$ cat src/rtl/szc_pkg.sv
`timescale 1ns / 1ps
package szc_pkg;

   localparam int SAMPLE_W   = 24;
   localparam int THR_W      = 23;
   localparam int REL_W      = 20;
   localparam int WET_W      = 17;
   localparam int CNT_W      = 13;
   localparam int ROLL_W     = 33;
   localparam int GATE_FRAC  = 20;
   localparam int CSR_IDX_W  = 2;
   localparam int CSR_DATA_W = 23;

   localparam logic [CNT_W-1:0] COUNT_CAP = 13'd6000;

   localparam logic [CSR_IDX_W-1:0] CSR_THRESHOLD = 2'd0;
   localparam logic [CSR_IDX_W-1:0] CSR_RELEASE   = 2'd1;
   localparam logic [CSR_IDX_W-1:0] CSR_WET_MIX   = 2'd2;

   localparam logic [THR_W-1:0] THRESHOLD_RST = 23'd1510;
   localparam logic [REL_W-1:0] RELEASE_RST   = 20'd6711;
   localparam logic [WET_W-1:0] WET_MIX_RST   = 17'd65536;

   // One datapath step per cycle; a channel runs OP_UPD through OP_MIX.
   typedef enum logic [3:0] {
      OP_UPD,   // count, flag and roller update, latch sample
      OP_SQ,    // t*t, clip roller to gate
      OP_H0,    // Horner start
      OP_H1,
      OP_H2,
      OP_H3,
      OP_H4,
      OP_BR,    // bridge * (1 - g)
      OP_XG,    // x * g
      OP_SUM,   // combine, round, saturate
      OP_GATE,  // force to zero when gate closed and quiet
      OP_MW,    // y * wet
      OP_MD,    // x * dry
      OP_MIX    // round, saturate, store channel result
   } szc_op_type;

   typedef struct packed {
      logic       load;     // input transfer this cycle
      logic       run;      // op is valid
      szc_op_type op;
      logic       chan;     // 0 left, 1 right
      logic       publish;  // move results to the output register
   } szc_cmd_type;

endpackage

$ cat src/rtl/szc_ctrl.sv
`timescale 1ns / 1ps
module szc_ctrl (
   input  logic                 clock,
   input  logic                 reset,
   input  logic                 req_valid,
   input  logic                 rsp_stall,
   output logic                 req_stall,
   output logic                 rsp_valid,
   output szc_pkg::szc_cmd_type cmd
);

   typedef enum logic [1:0] {
      ST_IDLE,
      ST_RUN,
      ST_PUB
   } state_type;

   state_type           state_ff;
   szc_pkg::szc_op_type op_ff;
   logic                chan_ff;
   logic                rsp_valid_ff;
   logic                accept;
   logic                out_free;

   function automatic szc_pkg::szc_op_type next_op(input szc_pkg::szc_op_type op);
      unique case (op)
         szc_pkg::OP_UPD:  next_op = szc_pkg::OP_SQ;
         szc_pkg::OP_SQ:   next_op = szc_pkg::OP_H0;
         szc_pkg::OP_H0:   next_op = szc_pkg::OP_H1;
         szc_pkg::OP_H1:   next_op = szc_pkg::OP_H2;
         szc_pkg::OP_H2:   next_op = szc_pkg::OP_H3;
         szc_pkg::OP_H3:   next_op = szc_pkg::OP_H4;
         szc_pkg::OP_H4:   next_op = szc_pkg::OP_BR;
         szc_pkg::OP_BR:   next_op = szc_pkg::OP_XG;
         szc_pkg::OP_XG:   next_op = szc_pkg::OP_SUM;
         szc_pkg::OP_SUM:  next_op = szc_pkg::OP_GATE;
         szc_pkg::OP_GATE: next_op = szc_pkg::OP_MW;
         szc_pkg::OP_MW:   next_op = szc_pkg::OP_MD;
         szc_pkg::OP_MD:   next_op = szc_pkg::OP_MIX;
         default:          next_op = szc_pkg::OP_UPD;
      endcase
   endfunction

   assign accept   = (state_ff == ST_IDLE) && req_valid;
   assign out_free = !rsp_valid_ff || !rsp_stall;

   always_ff @(posedge clock) begin
      if (reset) begin
         state_ff     <= ST_IDLE;
         op_ff        <= szc_pkg::OP_UPD;
         chan_ff      <= 1'b0;
         rsp_valid_ff <= 1'b0;
      end else begin
         if ((state_ff == ST_PUB) && out_free) begin
            rsp_valid_ff <= 1'b1;
         end else if (!rsp_stall) begin
            rsp_valid_ff <= 1'b0;
         end
         unique case (state_ff)
            ST_IDLE: begin
               if (accept) begin
                  state_ff <= ST_RUN;
                  op_ff    <= szc_pkg::OP_UPD;
                  chan_ff  <= 1'b0;
               end
            end
            ST_RUN: begin
               if (op_ff == szc_pkg::OP_MIX) begin
                  op_ff <= szc_pkg::OP_UPD;
                  if (chan_ff) begin
                     state_ff <= ST_PUB;
                  end else begin
                     chan_ff <= 1'b1;
                  end
               end else begin
                  op_ff <= next_op(op_ff);
               end
            end
            ST_PUB: begin
               // wait here while the previous result is still stalled
               if (out_free) begin
                  state_ff <= ST_IDLE;
               end
            end
            default: begin
               state_ff <= ST_IDLE;
            end
         endcase
      end
   end

   assign req_stall   = (state_ff != ST_IDLE);
   assign rsp_valid   = rsp_valid_ff;
   assign cmd.load    = accept;
   assign cmd.run     = (state_ff == ST_RUN);
   assign cmd.op      = op_ff;
   assign cmd.chan    = chan_ff;
   assign cmd.publish = (state_ff == ST_PUB) && out_free;

endmodule

$ cat src/rtl/szc_dp.sv
`timescale 1ns / 1ps
module szc_dp (
   input  logic                                  clock,
   input  logic                                  reset,
   input  szc_pkg::szc_cmd_type                  cmd,
   input  logic                                  csr_we,
   input  logic        [szc_pkg::CSR_IDX_W-1:0]  csr_index,
   input  logic        [szc_pkg::CSR_DATA_W-1:0] csr_wdata,
   input  logic signed [szc_pkg::SAMPLE_W-1:0]   req_sample_left,
   input  logic signed [szc_pkg::SAMPLE_W-1:0]   req_sample_right,
   output logic signed [szc_pkg::SAMPLE_W-1:0]   rsp_out_left,
   output logic signed [szc_pkg::SAMPLE_W-1:0]   rsp_out_right
);

   // Taylor coefficients of 1 - cos in Q0.30, highest order first
   localparam logic signed [31:0] C10 = 32'sd296;
   localparam logic signed [31:0] C8  = 32'sd26631;
   localparam logic signed [31:0] C6  = 32'sd1491308;
   localparam logic signed [31:0] C4  = 32'sd44739243;
   localparam logic signed [31:0] C2  = 32'sd536870912;

   localparam logic [szc_pkg::GATE_FRAC:0] ONE_G = 21'd1 << szc_pkg::GATE_FRAC;

   // configuration
   logic [szc_pkg::THR_W-1:0] thr_ff;
   logic [szc_pkg::REL_W-1:0] rel_ff;
   logic [szc_pkg::WET_W-1:0] wet_ff;

   // per channel state
   logic                       flag_ff [2];
   logic [szc_pkg::CNT_W-1:0]  cnt_ff  [2];
   logic [szc_pkg::ROLL_W-1:0] roll_ff [2];

   // working registers
   logic signed [szc_pkg::SAMPLE_W-1:0] x_left_ff, x_right_ff;
   logic signed [szc_pkg::SAMPLE_W-1:0] x_ff;
   logic        [szc_pkg::SAMPLE_W-1:0] mag_ff;
   logic                                pos_ff;
   logic        [szc_pkg::GATE_FRAC:0]  g_ff;
   logic signed [31:0]                  u_ff;
   logic signed [63:0]                  prod_ff;
   logic        [42:0]                  term_ff;
   logic signed [szc_pkg::SAMPLE_W-1:0] y_ff;
   logic signed [41:0]                  dry_ff;
   logic signed [szc_pkg::SAMPLE_W-1:0] res_left_ff, res_right_ff;
   logic signed [szc_pkg::SAMPLE_W-1:0] out_left_ff, out_right_ff;

   // update step
   logic signed [szc_pkg::SAMPLE_W-1:0] x_sel;
   logic                                pos_c;
   logic        [szc_pkg::SAMPLE_W-1:0] mag_c;
   logic        [szc_pkg::CNT_W:0]      cnt_step;
   logic        [szc_pkg::CNT_W-1:0]    cnt_new;
   logic                                loud;
   logic        [szc_pkg::ROLL_W-1:0]   roll_cur;
   logic        [szc_pkg::ROLL_W-1:0]   target;
   logic        [szc_pkg::ROLL_W-1:0]   roll_new;
   logic        [szc_pkg::GATE_FRAC:0]  g_c;

   // multiplier and the rest
   logic signed [31:0]                  hi30;
   logic signed [31:0]                  coef;
   logic signed [31:0]                  bridge_sum;
   logic        [24:0]                  bridge;
   logic        [szc_pkg::GATE_FRAC:0]  one_minus_g;
   logic        [szc_pkg::WET_W-1:0]    w_eff;
   logic        [szc_pkg::WET_W-1:0]    w_dry;
   logic signed [31:0]                  mul_a, mul_b;
   logic signed [63:0]                  mul_res;
   logic signed [45:0]                  sterm;
   logic signed [45:0]                  v_sum;
   logic signed [szc_pkg::SAMPLE_W-1:0] y_sat;
   logic        [szc_pkg::SAMPLE_W-1:0] abs_y;
   logic        [25:0]                  three_y;
   logic signed [41:0]                  mix_sum;
   logic signed [szc_pkg::SAMPLE_W-1:0] mix_sat;

   function automatic logic signed [szc_pkg::SAMPLE_W-1:0] sat24(input logic signed [25:0] v);
      if (v > 26'sd8388607) begin
         sat24 = 24'sh7FFFFF;
      end else if (v < -26'sd8388608) begin
         sat24 = 24'sh800000;
      end else begin
         sat24 = v[23:0];
      end
   endfunction

   // ---- update step ----
   assign x_sel    = cmd.chan ? x_right_ff : x_left_ff;
   assign pos_c    = ~x_sel[szc_pkg::SAMPLE_W-1];
   assign mag_c    = pos_c ? x_sel : -x_sel;
   assign roll_cur = roll_ff[cmd.chan];

   always_comb begin
      if (pos_c) begin
         cnt_step = flag_ff[cmd.chan] ? '0 : {1'b0, cnt_ff[cmd.chan]};
      end else begin
         cnt_step = {1'b0, cnt_ff[cmd.chan]} + 14'd1;
      end
      if (cnt_step > {1'b0, szc_pkg::COUNT_CAP}) begin
         cnt_new = szc_pkg::COUNT_CAP;
      end else begin
         cnt_new = cnt_step[szc_pkg::CNT_W-1:0];
      end
   end

   assign loud   = mag_c > {1'b0, thr_ff};
   assign target = {cnt_new, {szc_pkg::GATE_FRAC{1'b0}}};

   always_comb begin
      if (loud) begin
         roll_new = (roll_cur < target) ? target : roll_cur;
      end else if (roll_cur > {13'd0, rel_ff}) begin
         roll_new = roll_cur - {13'd0, rel_ff};
      end else begin
         roll_new = '0;
      end
   end

   assign g_c = (|roll_cur[szc_pkg::ROLL_W-1:szc_pkg::GATE_FRAC]) ? ONE_G
                : {1'b0, roll_cur[szc_pkg::GATE_FRAC-1:0]};

   // ---- shared multiplier ----
   assign hi30        = $signed(prod_ff[61:30]);
   assign bridge_sum  = hi30 + 32'sd64;
   assign bridge      = bridge_sum[31:7];
   assign one_minus_g = ONE_G - g_ff;
   assign w_eff       = (wet_ff[16] && (|wet_ff[15:0])) ? 17'd65536 : wet_ff;
   assign w_dry       = 17'd65536 - w_eff;

   always_comb begin
      unique case (cmd.op)
         szc_pkg::OP_H1: coef = C8;
         szc_pkg::OP_H2: coef = C6;
         szc_pkg::OP_H3: coef = C4;
         default:        coef = C2;
      endcase
   end

   always_comb begin
      unique case (cmd.op)
         szc_pkg::OP_SQ: begin
            mul_a = {1'b0, mag_ff, 7'd0};
            mul_b = {1'b0, mag_ff, 7'd0};
         end
         szc_pkg::OP_H0: begin
            mul_a = hi30;
            mul_b = C10;
         end
         szc_pkg::OP_H1, szc_pkg::OP_H2, szc_pkg::OP_H3, szc_pkg::OP_H4: begin
            mul_a = u_ff;
            mul_b = coef - hi30;
         end
         szc_pkg::OP_BR: begin
            mul_a = {7'd0, bridge};
            mul_b = {11'd0, one_minus_g};
         end
         szc_pkg::OP_XG: begin
            mul_a = {{8{x_ff[szc_pkg::SAMPLE_W-1]}}, x_ff};
            mul_b = {11'd0, g_ff};
         end
         szc_pkg::OP_MW: begin
            mul_a = {{8{y_ff[szc_pkg::SAMPLE_W-1]}}, y_ff};
            mul_b = {15'd0, w_eff};
         end
         default: begin
            mul_a = {{8{x_ff[szc_pkg::SAMPLE_W-1]}}, x_ff};
            mul_b = {15'd0, w_dry};
         end
      endcase
   end

   assign mul_res = mul_a * mul_b;

   // ---- combine, gate, mix ----
   assign sterm   = {3'd0, term_ff};
   assign v_sum   = $signed(prod_ff[45:0]) + (pos_ff ? sterm : -sterm) + 46'sd524288;
   assign y_sat   = sat24(v_sum[45:20]);
   assign abs_y   = y_ff[szc_pkg::SAMPLE_W-1] ? -y_ff : y_ff;
   assign three_y = {2'd0, abs_y} + {1'b0, abs_y, 1'b0};
   assign mix_sum = $signed(prod_ff[41:0]) + dry_ff + 42'sd32768;
   assign mix_sat = sat24(mix_sum[41:16]);

   // control state: configuration and channel trackers
   always_ff @(posedge clock) begin
      if (reset) begin
         thr_ff     <= szc_pkg::THRESHOLD_RST;
         rel_ff     <= szc_pkg::RELEASE_RST;
         wet_ff     <= szc_pkg::WET_MIX_RST;
         flag_ff[0] <= 1'b0;
         flag_ff[1] <= 1'b0;
         cnt_ff[0]  <= '0;
         cnt_ff[1]  <= '0;
         roll_ff[0] <= '0;
         roll_ff[1] <= '0;
      end else begin
         if (csr_we) begin
            unique case (csr_index)
               szc_pkg::CSR_THRESHOLD: thr_ff <= csr_wdata[szc_pkg::THR_W-1:0];
               szc_pkg::CSR_RELEASE:   rel_ff <= csr_wdata[szc_pkg::REL_W-1:0];
               szc_pkg::CSR_WET_MIX:   wet_ff <= csr_wdata[szc_pkg::WET_W-1:0];
               default: begin
               end
            endcase
         end
         if (cmd.run && (cmd.op == szc_pkg::OP_UPD)) begin
            flag_ff[cmd.chan] <= ~pos_c;
            cnt_ff[cmd.chan]  <= cnt_new;
            roll_ff[cmd.chan] <= roll_new;
         end
      end
   end

   // payload
   always_ff @(posedge clock) begin
      if (cmd.load) begin
         x_left_ff  <= req_sample_left;
         x_right_ff <= req_sample_right;
      end
      if (cmd.publish) begin
         out_left_ff  <= res_left_ff;
         out_right_ff <= res_right_ff;
      end
      if (cmd.run) begin
         unique case (cmd.op)
            szc_pkg::OP_UPD: begin
               x_ff   <= x_sel;
               mag_ff <= mag_c;
               pos_ff <= pos_c;
            end
            szc_pkg::OP_SQ: begin
               g_ff    <= g_c;
               prod_ff <= mul_res;
            end
            szc_pkg::OP_H0: begin
               u_ff    <= hi30;
               prod_ff <= mul_res;
            end
            szc_pkg::OP_H1, szc_pkg::OP_H2, szc_pkg::OP_H3, szc_pkg::OP_H4,
            szc_pkg::OP_BR, szc_pkg::OP_MW: begin
               prod_ff <= mul_res;
            end
            szc_pkg::OP_XG: begin
               term_ff <= prod_ff[42:0];
               prod_ff <= mul_res;
            end
            szc_pkg::OP_SUM: begin
               y_ff <= y_sat;
            end
            szc_pkg::OP_GATE: begin
               if ((g_ff == '0) && (three_y < {3'd0, thr_ff})) begin
                  y_ff <= '0;
               end
            end
            szc_pkg::OP_MD: begin
               dry_ff  <= $signed(prod_ff[41:0]);
               prod_ff <= mul_res;
            end
            default: begin
               if (cmd.chan) begin
                  res_right_ff <= mix_sat;
               end else begin
                  res_left_ff <= mix_sat;
               end
            end
         endcase
      end
   end

   assign rsp_out_left  = out_left_ff;
   assign rsp_out_right = out_right_ff;

endmodule

$ cat src/rtl/stereo_zero_cross_gate.sv
`timescale 1ns / 1ps
// channel   direction   handshake               payload
// req       in          req_valid / req_stall   req_sample_left, req_sample_right
// rsp       out         rsp_valid / rsp_stall   rsp_out_left, rsp_out_right
// csr       in          csr_we                  csr_index, csr_wdata
//
// 14 steps per channel through one shared 32x32 multiplier, left then right,
// then a publish state loads the output register; a new pair transfers only
// once the last one has been published and the block is idle again.
// Synchronous active-high reset clears the channel trackers and loads defaults.
// req_stall is high while a pair is in work; a stalled result holds the
// finished pair until the output register frees up.
module stereo_zero_cross_gate (
   input  logic                                  clock,
   input  logic                                  reset,
   input  logic                                  req_valid,
   output logic                                  req_stall,
   input  logic signed [szc_pkg::SAMPLE_W-1:0]   req_sample_left,
   input  logic signed [szc_pkg::SAMPLE_W-1:0]   req_sample_right,
   output logic                                  rsp_valid,
   input  logic                                  rsp_stall,
   output logic signed [szc_pkg::SAMPLE_W-1:0]   rsp_out_left,
   output logic signed [szc_pkg::SAMPLE_W-1:0]   rsp_out_right,
   input  logic                                  csr_we,
   input  logic        [szc_pkg::CSR_IDX_W-1:0]  csr_index,
   input  logic        [szc_pkg::CSR_DATA_W-1:0] csr_wdata
);

   szc_pkg::szc_cmd_type cmd;

   szc_ctrl u_ctrl (
      .clock     (clock),
      .reset     (reset),
      .req_valid (req_valid),
      .rsp_stall (rsp_stall),
      .req_stall (req_stall),
      .rsp_valid (rsp_valid),
      .cmd       (cmd)
   );

   szc_dp u_dp (
      .clock            (clock),
      .reset            (reset),
      .cmd              (cmd),
      .csr_we           (csr_we),
      .csr_index        (csr_index),
      .csr_wdata        (csr_wdata),
      .req_sample_left  (req_sample_left),
      .req_sample_right (req_sample_right),
      .rsp_out_left     (rsp_out_left),
      .rsp_out_right    (rsp_out_right)
   );

endmodule

$ cat config.mk
export PLATFORM = sky130hd
export DESIGN_NAME = stereo_zero_cross_gate
export DESIGN_NICKNAME = d
export VERILOG_FILES = /design/src/rtl/szc_pkg.sv /design/src/rtl/szc_ctrl.sv /design/src/rtl/szc_dp.sv /design/src/rtl/stereo_zero_cross_gate.sv
export SDC_FILE = /design/constraint.sdc
export NUM_CORES = 2
export LEC_CHECK = 0
export BUFFER_PORTS_ARGS = -buffer_cell sky130_fd_sc_hd__buf_2
export CAP_MARGIN = 20
export CORE_MARGIN = 5
export CORE_UTILIZATION = 60
export CTS_BUF_LIST = sky130_fd_sc_hd__clkbuf_8
export DETAILED_ROUTE_END_ITERATION = 8
export PLACE_DENSITY = 0.78
export SYNTH_ARGS = -nofsm -noshare
export SYNTH_HDL_FRONTEND = slang
export SYNTH_SLANG_ARGS = --single-unit
$ cat constraint.sdc
create_clock -name clock -period 11.17 [get_ports clock]
set_input_delay 2.234 -clock clock [delete_from_list [all_inputs] [get_ports clock]]
set_output_delay 2.234 -clock clock [all_outputs]
set_load 0.02 [all_outputs]
; ---- After elaboration in Yosys (flattened, before gate mapping)
; Memories as Yosys holds them, arrays and structs flattened. A register that Yosys moved wholly into a read port is not among the register bits.
; Index checks and enable logic that the tools add are counted.
[word_totals]
reg_bits = 485
latchBits = 0
ram_bits = 94
romBits = 64
input_bits = 78
out_inout_bits = 50
n_memories = 4
[memory_table]
columns = name, words, width, read_ports, rd_clocked_by_memory_dff, wr, line_no
row1 = u_dp.roll_ff, 2, 33, 1, 1, 2, szc_dp.sv:32  ; logic [szc_pkg::ROLL_W-1:0] roll_ff [2];
row2 = (name not given), 16, 4, 1, 1, 0, szc_ctrl.sv:26  ; unique case (op)
row3 = u_dp.cnt_ff, 2, 13, 1, 1, 2, szc_dp.sv:31  ; logic [szc_pkg::CNT_W-1:0] cnt_ff [2];
row4 = u_dp.flag_ff, 2, 1, 1, 1, 2, szc_dp.sv:30  ; logic flag_ff [2];
[classes]
add_sub_neg = 14
n_mul = 1
n_div = 0
magnitude_cmp = 9
eq_ne = 23
shift = 0
mux = 56
n_bitwise = 3
reduce_logical = 38
[op_table]
columns = op, count
row1 = 24-bit two-way mux, 8
row2 = 32-bit one-hot mux with 6 select lines, 1
row3 = 32-bit one-hot mux with 5 select lines, 1
row4 = 33-bit two-way mux, 4
row5 = 30-bit one-hot mux with 3 select lines, 1
row6 = 32-bit by 32-bit multiplier with 62-bit output, 1
row7 = 26-bit by 24-bit > comparator with 1-bit output (second input constant), 2
row8 = 26-bit by 24-bit less-than comparator with 1-bit output (second input constant), 2
row9 = 24-bit negator, 2
row10 = 24-bit one-hot mux with 2 select lines, 1
row11 = 46-bit by 21-bit adder with 46-bit output (second input constant), 1
row12 = 46-bit adder, 1
row13 = 46-bit two-way mux, 1
row14 = 43-bit negator with 46-bit output, 1
row15 = 42-bit by 17-bit adder with 42-bit output (second input constant), 1
row16 = 42-bit adder, 1
row17 = 13-bit two-way mux, 3
row18 = 13-bit OR reduction, 3
row19 = 33-bit by 20-bit > comparator with 1-bit output, 1
row20 = 33-bit less-than comparator, 1
row21 = 33-bit OR reduction, 1
row22 = 33-bit by 20-bit subtractor with 33-bit output, 1
row23 = 32-bit by 8-bit adder with 32-bit output (second input constant), 1
row24 = 31-bit by 32-bit subtractor with 32-bit output, 1
row25 = 39 further kinds, 103

; ---- Depth between registers and ports, before layout
[depth]
depth_word = 8
mapped_depth = 45
depth_no_buf = 42

; ---- Cells and area by module
; From an unflattened synthesis, not the netlist that was laid out.
[unflattened]
hier_cells = 7328
area_unflattened_um2 = 70377.5
[modules_own_cells]
columns = mod, instances, cells_per_inst, area_per_inst_um2, seq_area_each_um2
row1 = szc_dp, 1, 7268, 69796.9, 16515.8
row2 = szc_ctrl, 1, 60, 580.6, 240.2

; ---- Worst setup path after synthesis
; No wires, ideal clock.
[synth_path]
path_type = register to register
from = register u_ctrl.op_ff[3]
to = register u_dp.prod_ff[61], data pin
t_arrival_ns = 10.930
required_ns = 10.902
slack_ns = -0.028
path_stages_with_launch = 40
path_buffers = 4
cell_sequence = dfxtp_1 -> buf_6 -> clkbuf_1 -> nor2_1 -> o21ai_0 -> ha_1 -> inv_1 -> fa_1 -> a21o_1 -> a221o_1 -> a221o_1 -> and2_1 -> xnor2_1 -> a211oi_1 -> clkbuf_1 -> nor2_1 -> fa_1 -> inv_1 -> [4 not listed] -> fa_1 -> fa_1 -> inv_1 -> fa_1 -> fa_1 -> inv_1 -> ha_1 -> clkbuf_1 -> a21o_1 -> a21oi_1 -> o21bai_1 -> a21o_1 -> a21oi_1 -> o21ai_0 -> a21oi_1 -> o21ai_0 -> a21oi_1 -> xnor3_1
[synth_between]
elab_chain_cells = 5
word_cells_on_any_way = 15
[synth_lines]
columns = item, line_no
row1 = from (decl), szc_ctrl.sv:19  ; szc_pkg::szc_op_type op_ff;
row2 = from (signal assigned), szc_ctrl.sv:50  ; op_ff <= szc_pkg::OP_UPD;
row3 = from (signal assigned), szc_ctrl.sv:63  ; op_ff <= szc_pkg::OP_UPD;
row4 = from (signal assigned), szc_ctrl.sv:69  ; op_ff <= szc_pkg::OP_UPD;
row5 = 4-bit by 3-bit == test with 1-bit output / 4-bit by 2-bit == test with 1-bit output (equally long branches), "szc_dp.sv:132, szc_dp.sv:141"
row6 = 30-bit one-hot mux with 3 select lines, szc_dp.sv:132  ; unique case (cmd.op)
row7 = 31-bit by 32-bit subtractor with 32-bit output, szc_dp.sv:152  ; mul_b = coef - hi30;
row8 = 32-bit one-hot mux with 6 select lines, szc_dp.sv:141  ; unique case (cmd.op)
row9 = 32-bit by 32-bit multiplier with 62-bit output (*), szc_dp.sv:173  ; assign mul_res = mul_a * mul_b;
row10 = named net u_dp.mul_res[61], szc_dp.sv:69  ; logic signed [63:0] mul_res;
row11 = to (signal assigned), szc_dp.sv:233  ; prod_ff <= mul_res;
row12 = to (signal assigned), szc_dp.sv:237  ; prod_ff <= mul_res;
row13 = to (signal assigned), szc_dp.sv:241  ; prod_ff <= mul_res;
row14 = to (decl), szc_dp.sv:41  ; logic signed [63:0] prod_ff;
; Mark *: on every way through the listed nets, which the timed path passes. The rest lies on a longest branch.
; A chain may end at the register's enable or synchronous reset.

; ---- Final worst setup path
[layout_path]
from = register u_dp.g_ff[6] in the netlist's numbering
to = register u_dp.prod_ff[56], data pin
[layout_between]
elab_chain_cells = 3
[layout_lines]
columns = item, line_no
row1 = from (decl), szc_dp.sv:39  ; logic [szc_pkg::GATE_FRAC:0] g_ff;
row2 = from (signal assigned), szc_dp.sv:232  ; g_ff <= g_c;
row3 = 21-bit subtractor, szc_dp.sv:127  ; assign one_minus_g = ONE_G - g_ff;
row4 = 32-bit one-hot mux with 6 select lines (*), szc_dp.sv:141
row5 = 32-bit by 32-bit multiplier with 62-bit output (*), szc_dp.sv:173
row6 = named net u_dp.mul_res[56], szc_dp.sv:69
; Marked as above.

==> results by group <==
Synth
  – Yosys cell types: 115
  – Main combinational cell family by area after synthesis: adder cells
  – Main synth FF type: edfxtp_1
  – Post-synthesis mux area share: 1.360%
  – Cells after Synth: 7,613
  – FFs w/ async S/R, synth: 0%
  – Post-synth top area share: between 20% and 30%
  – Mean Syn Cell Area: 9.525 um2
  – Synth Area in XOR/XNOR: under 10%
  – Mapped cell area: 72,520 um2
  – Synth warn: 0
  – Flops & latches, synth: between 500 and 600
  – Synth Area in Adders: 37.52%
  – Synth Net Count: 9,226
  – Post-Synth Simple-Gate Area: 14.07%
  – Synth Area in Compound Gates: 11.60%
  – Number of synthesized flops with an enable pin: 510
  – Area leader, netlist: fa_1
  – Seq/Total Area, Yosys: ~23%
  – Area contributors post-synth: fa_1 29%, edfxtp_1 21%, ha_1 8.1%

Detailed routing
  – DR DRC count: 17
  – Post-DRT Antenna Nets: 0
  – Pre-antenna DRT Iters: 9
  – WL final: 240.0 mm
  – Via/cell ratio: 6.185
  – WL per Instance: 25.07 um
  – Initial DRC Count: 6,417
  – Vias: between 50,000 and 60,000

Timing
  – Tcrit/Tclk final: 98.39%
  – Endpoints failing hold: 0
  – Max transition margin: roughly a fifth
  – Worst-Margin Slew: 1.211 ns
  – Tmin final: about 11 ns
  – Max Clock Freq: 90.99 MHz
  – Final worst-path setup slack: 0.1798 ns
  – Final setup fails: 0
  – Final Max Tran Viols: 0
  – Final setup skew: 0.06376 ns
  – RSZ-0062 raised after global routing: true

Min path
  – Hold crit path type: reg2reg

Global route
  – Pin count of the biggest net entering global routing: 63
  – Vias in the first global route: 60,551
  – Global-route wire length before repair: 362.2 mm
  – Initial antenna violation count: 9
  – Total gr overflow: 0
  – Overall Global Routing Usage: 37.61%

CTS
  – H-tree levels: 3
  – TritonCTS clock tree: yes
  – Clock buffers created by TritonCTS: 93
  – Clk_lat worst skew: 0.78 ns
  – Worst-path clk slew: 0.07 ns
  – Root buf cell: clkbuf_8
  – Cts hold-fix bufs: 0
  – CTS Buffer Depth: 3
  – CTS sink count: 583

Worst setup path
  – Crit-path max FO: 12
  – CP arrival: 11.49 ns
  – Setup crit start kind: flip-flop
  – CP endpoint kind: flip-flop
  – Crit-path slowest cell: fa_1
  – Largest stage delay, worst path: 0.59 ns
  – Worst EP required: 11.67 ns
  – Cell mode on critical path: fa_1
  – Critical path type: reg2reg
  – Worst path bufs/invs: 8
  – CP delay by family, top: adder cells

Die
  – Core area: 120,000 um2
  – # IOs: 128
  – Initial core utilization: 60.45%
  – Die span in x: around 360 um
  – Row cnt: ~130
  – Die height: 357.7 um
  – Die area: 127,900 um2

Place
  – Port Buffers: 127
  – DP Worst Slack: -0.09997 ns
  – Gpl congestion: 1.035
  – Cells after DPL: 9,386
  – Hpwl dp: 190.9 mm

Outcome
  – Violated checks: design-rule violations
  – Status: finished, violations left

Layout
  – Layout Nets: 9,495
  – Share of cells above drive strength 1: between 10% and 20%
  – Final std cells w/o fill: 9,572
  – Area growth, synth to finish: 10.31%

Job
  – Max_cap viols: 0
-- final timing paths --
kind | slack [ns] | startpoint | end | cells after the start
worst max-delay path | 0.18 | u_dp.g_ff[6] | u_dp.prod_ff[56] | 35
worst min-delay path | 0.41 | u_dp.res_left_ff[3] | u_dp.rsp_out_left[3] | 0
worst max register to register | 0.18 | u_dp.g_ff[6] | u_dp.prod_ff[56] | 35
worst min register to register | 0.41 | u_dp.res_left_ff[3] | u_dp.rsp_out_left[3] | 0
-- state kept, by name (all words and copies together), names as in the netlist, 26 cells and up, named ones only --
| register | flops |
|---|---|
| u_dp.dry_ff | 42 |
| u_dp.u_ff | 32 |
| u_dp.cnt_ff | 26 |
| u_dp.term_ff | 43 |
| u_dp.roll_ff | 66 |
| u_dp.prod_ff | 62 |
-- timing repair --
action,CTS,global route
endpoints found under the hold margin,0,0
gates cloned,0,3
gates resized for setup,1,96
pin swaps,0,37
setup buffers,0,8
setup endpoints to repair,3,20
-- metal layers --
layer / GRT usage, % / share of wire, %
met2: 59.26 / 45
met4: 20.33 / 7.0
met1: 49.16 / 38
met3: 8.036 / 10
met5: 0 / 0.021
-- area by class of cell --
type                            instances  area (um2)
Antenna cell                            2       5.005
Inverter                             1267        4760
Sequential cell                       583       16780
Fill cell                            9550       39980
Clock inverter                         74       550.5
Clock buffer                           97        1335
Tap cell                             1612        2017
Multi-Input combinational cell       5402       50230
Timing Repair Buffer                  535        4314
-- placed cells by master, fill, tap and decap left out, drive strengths merged, types with 125 or more instances in the layout --
cell	n
nor3	138
a21oi	294
buf	532
nand2	821
edfxtp	510
ha	470
fa	1065
o21ai	229
nor2	717
nand3	125
xnor2	198
inv	1298
-- stage by stage --
stage	util, %	hold WS [ns]	TNS, ns	cell area, um2
after floorplan	-	0.4003	0	72520
after global placement	64.61	0.4015	0	77510
after detailed placement	64.64	0.4045	-0.2607	77550
after CTS	66.22	0.4175	0	79440
after global routing	66.67	0.4292	-0.1004	79990
final	66.68	0.4146	0	79990
-- cells in the mapped netlist, types with 55 or more instances --
library cell and number:
inv_1 1263, fa_1 1065, nand2_1 820, nor2_1 714, edfxtp_1 510, ha_1 470
a21oi_1 293, clkbuf_1 270, o21ai_0 219, xnor2_1 197, nor3_1 133, nand3_1 125
a21o_1 121, xor2_1 103, dfxtp_1 73, nand2b_1 68, and2_1 55
-- cells by family after synthesis --
kind of cell	after synthesis
AO/OA/AOI/OAI	1219
XOR/XNOR	302
adder cells (fa/ha/maj)	1536
buffers and inverters	1628
flip-flops	583
multiplexers	91
AND/OR/NAND/NOR	2254
Power is not shown: default switching activity piles up to over one toggle a cycle in this logic, so the estimate is an artifact.
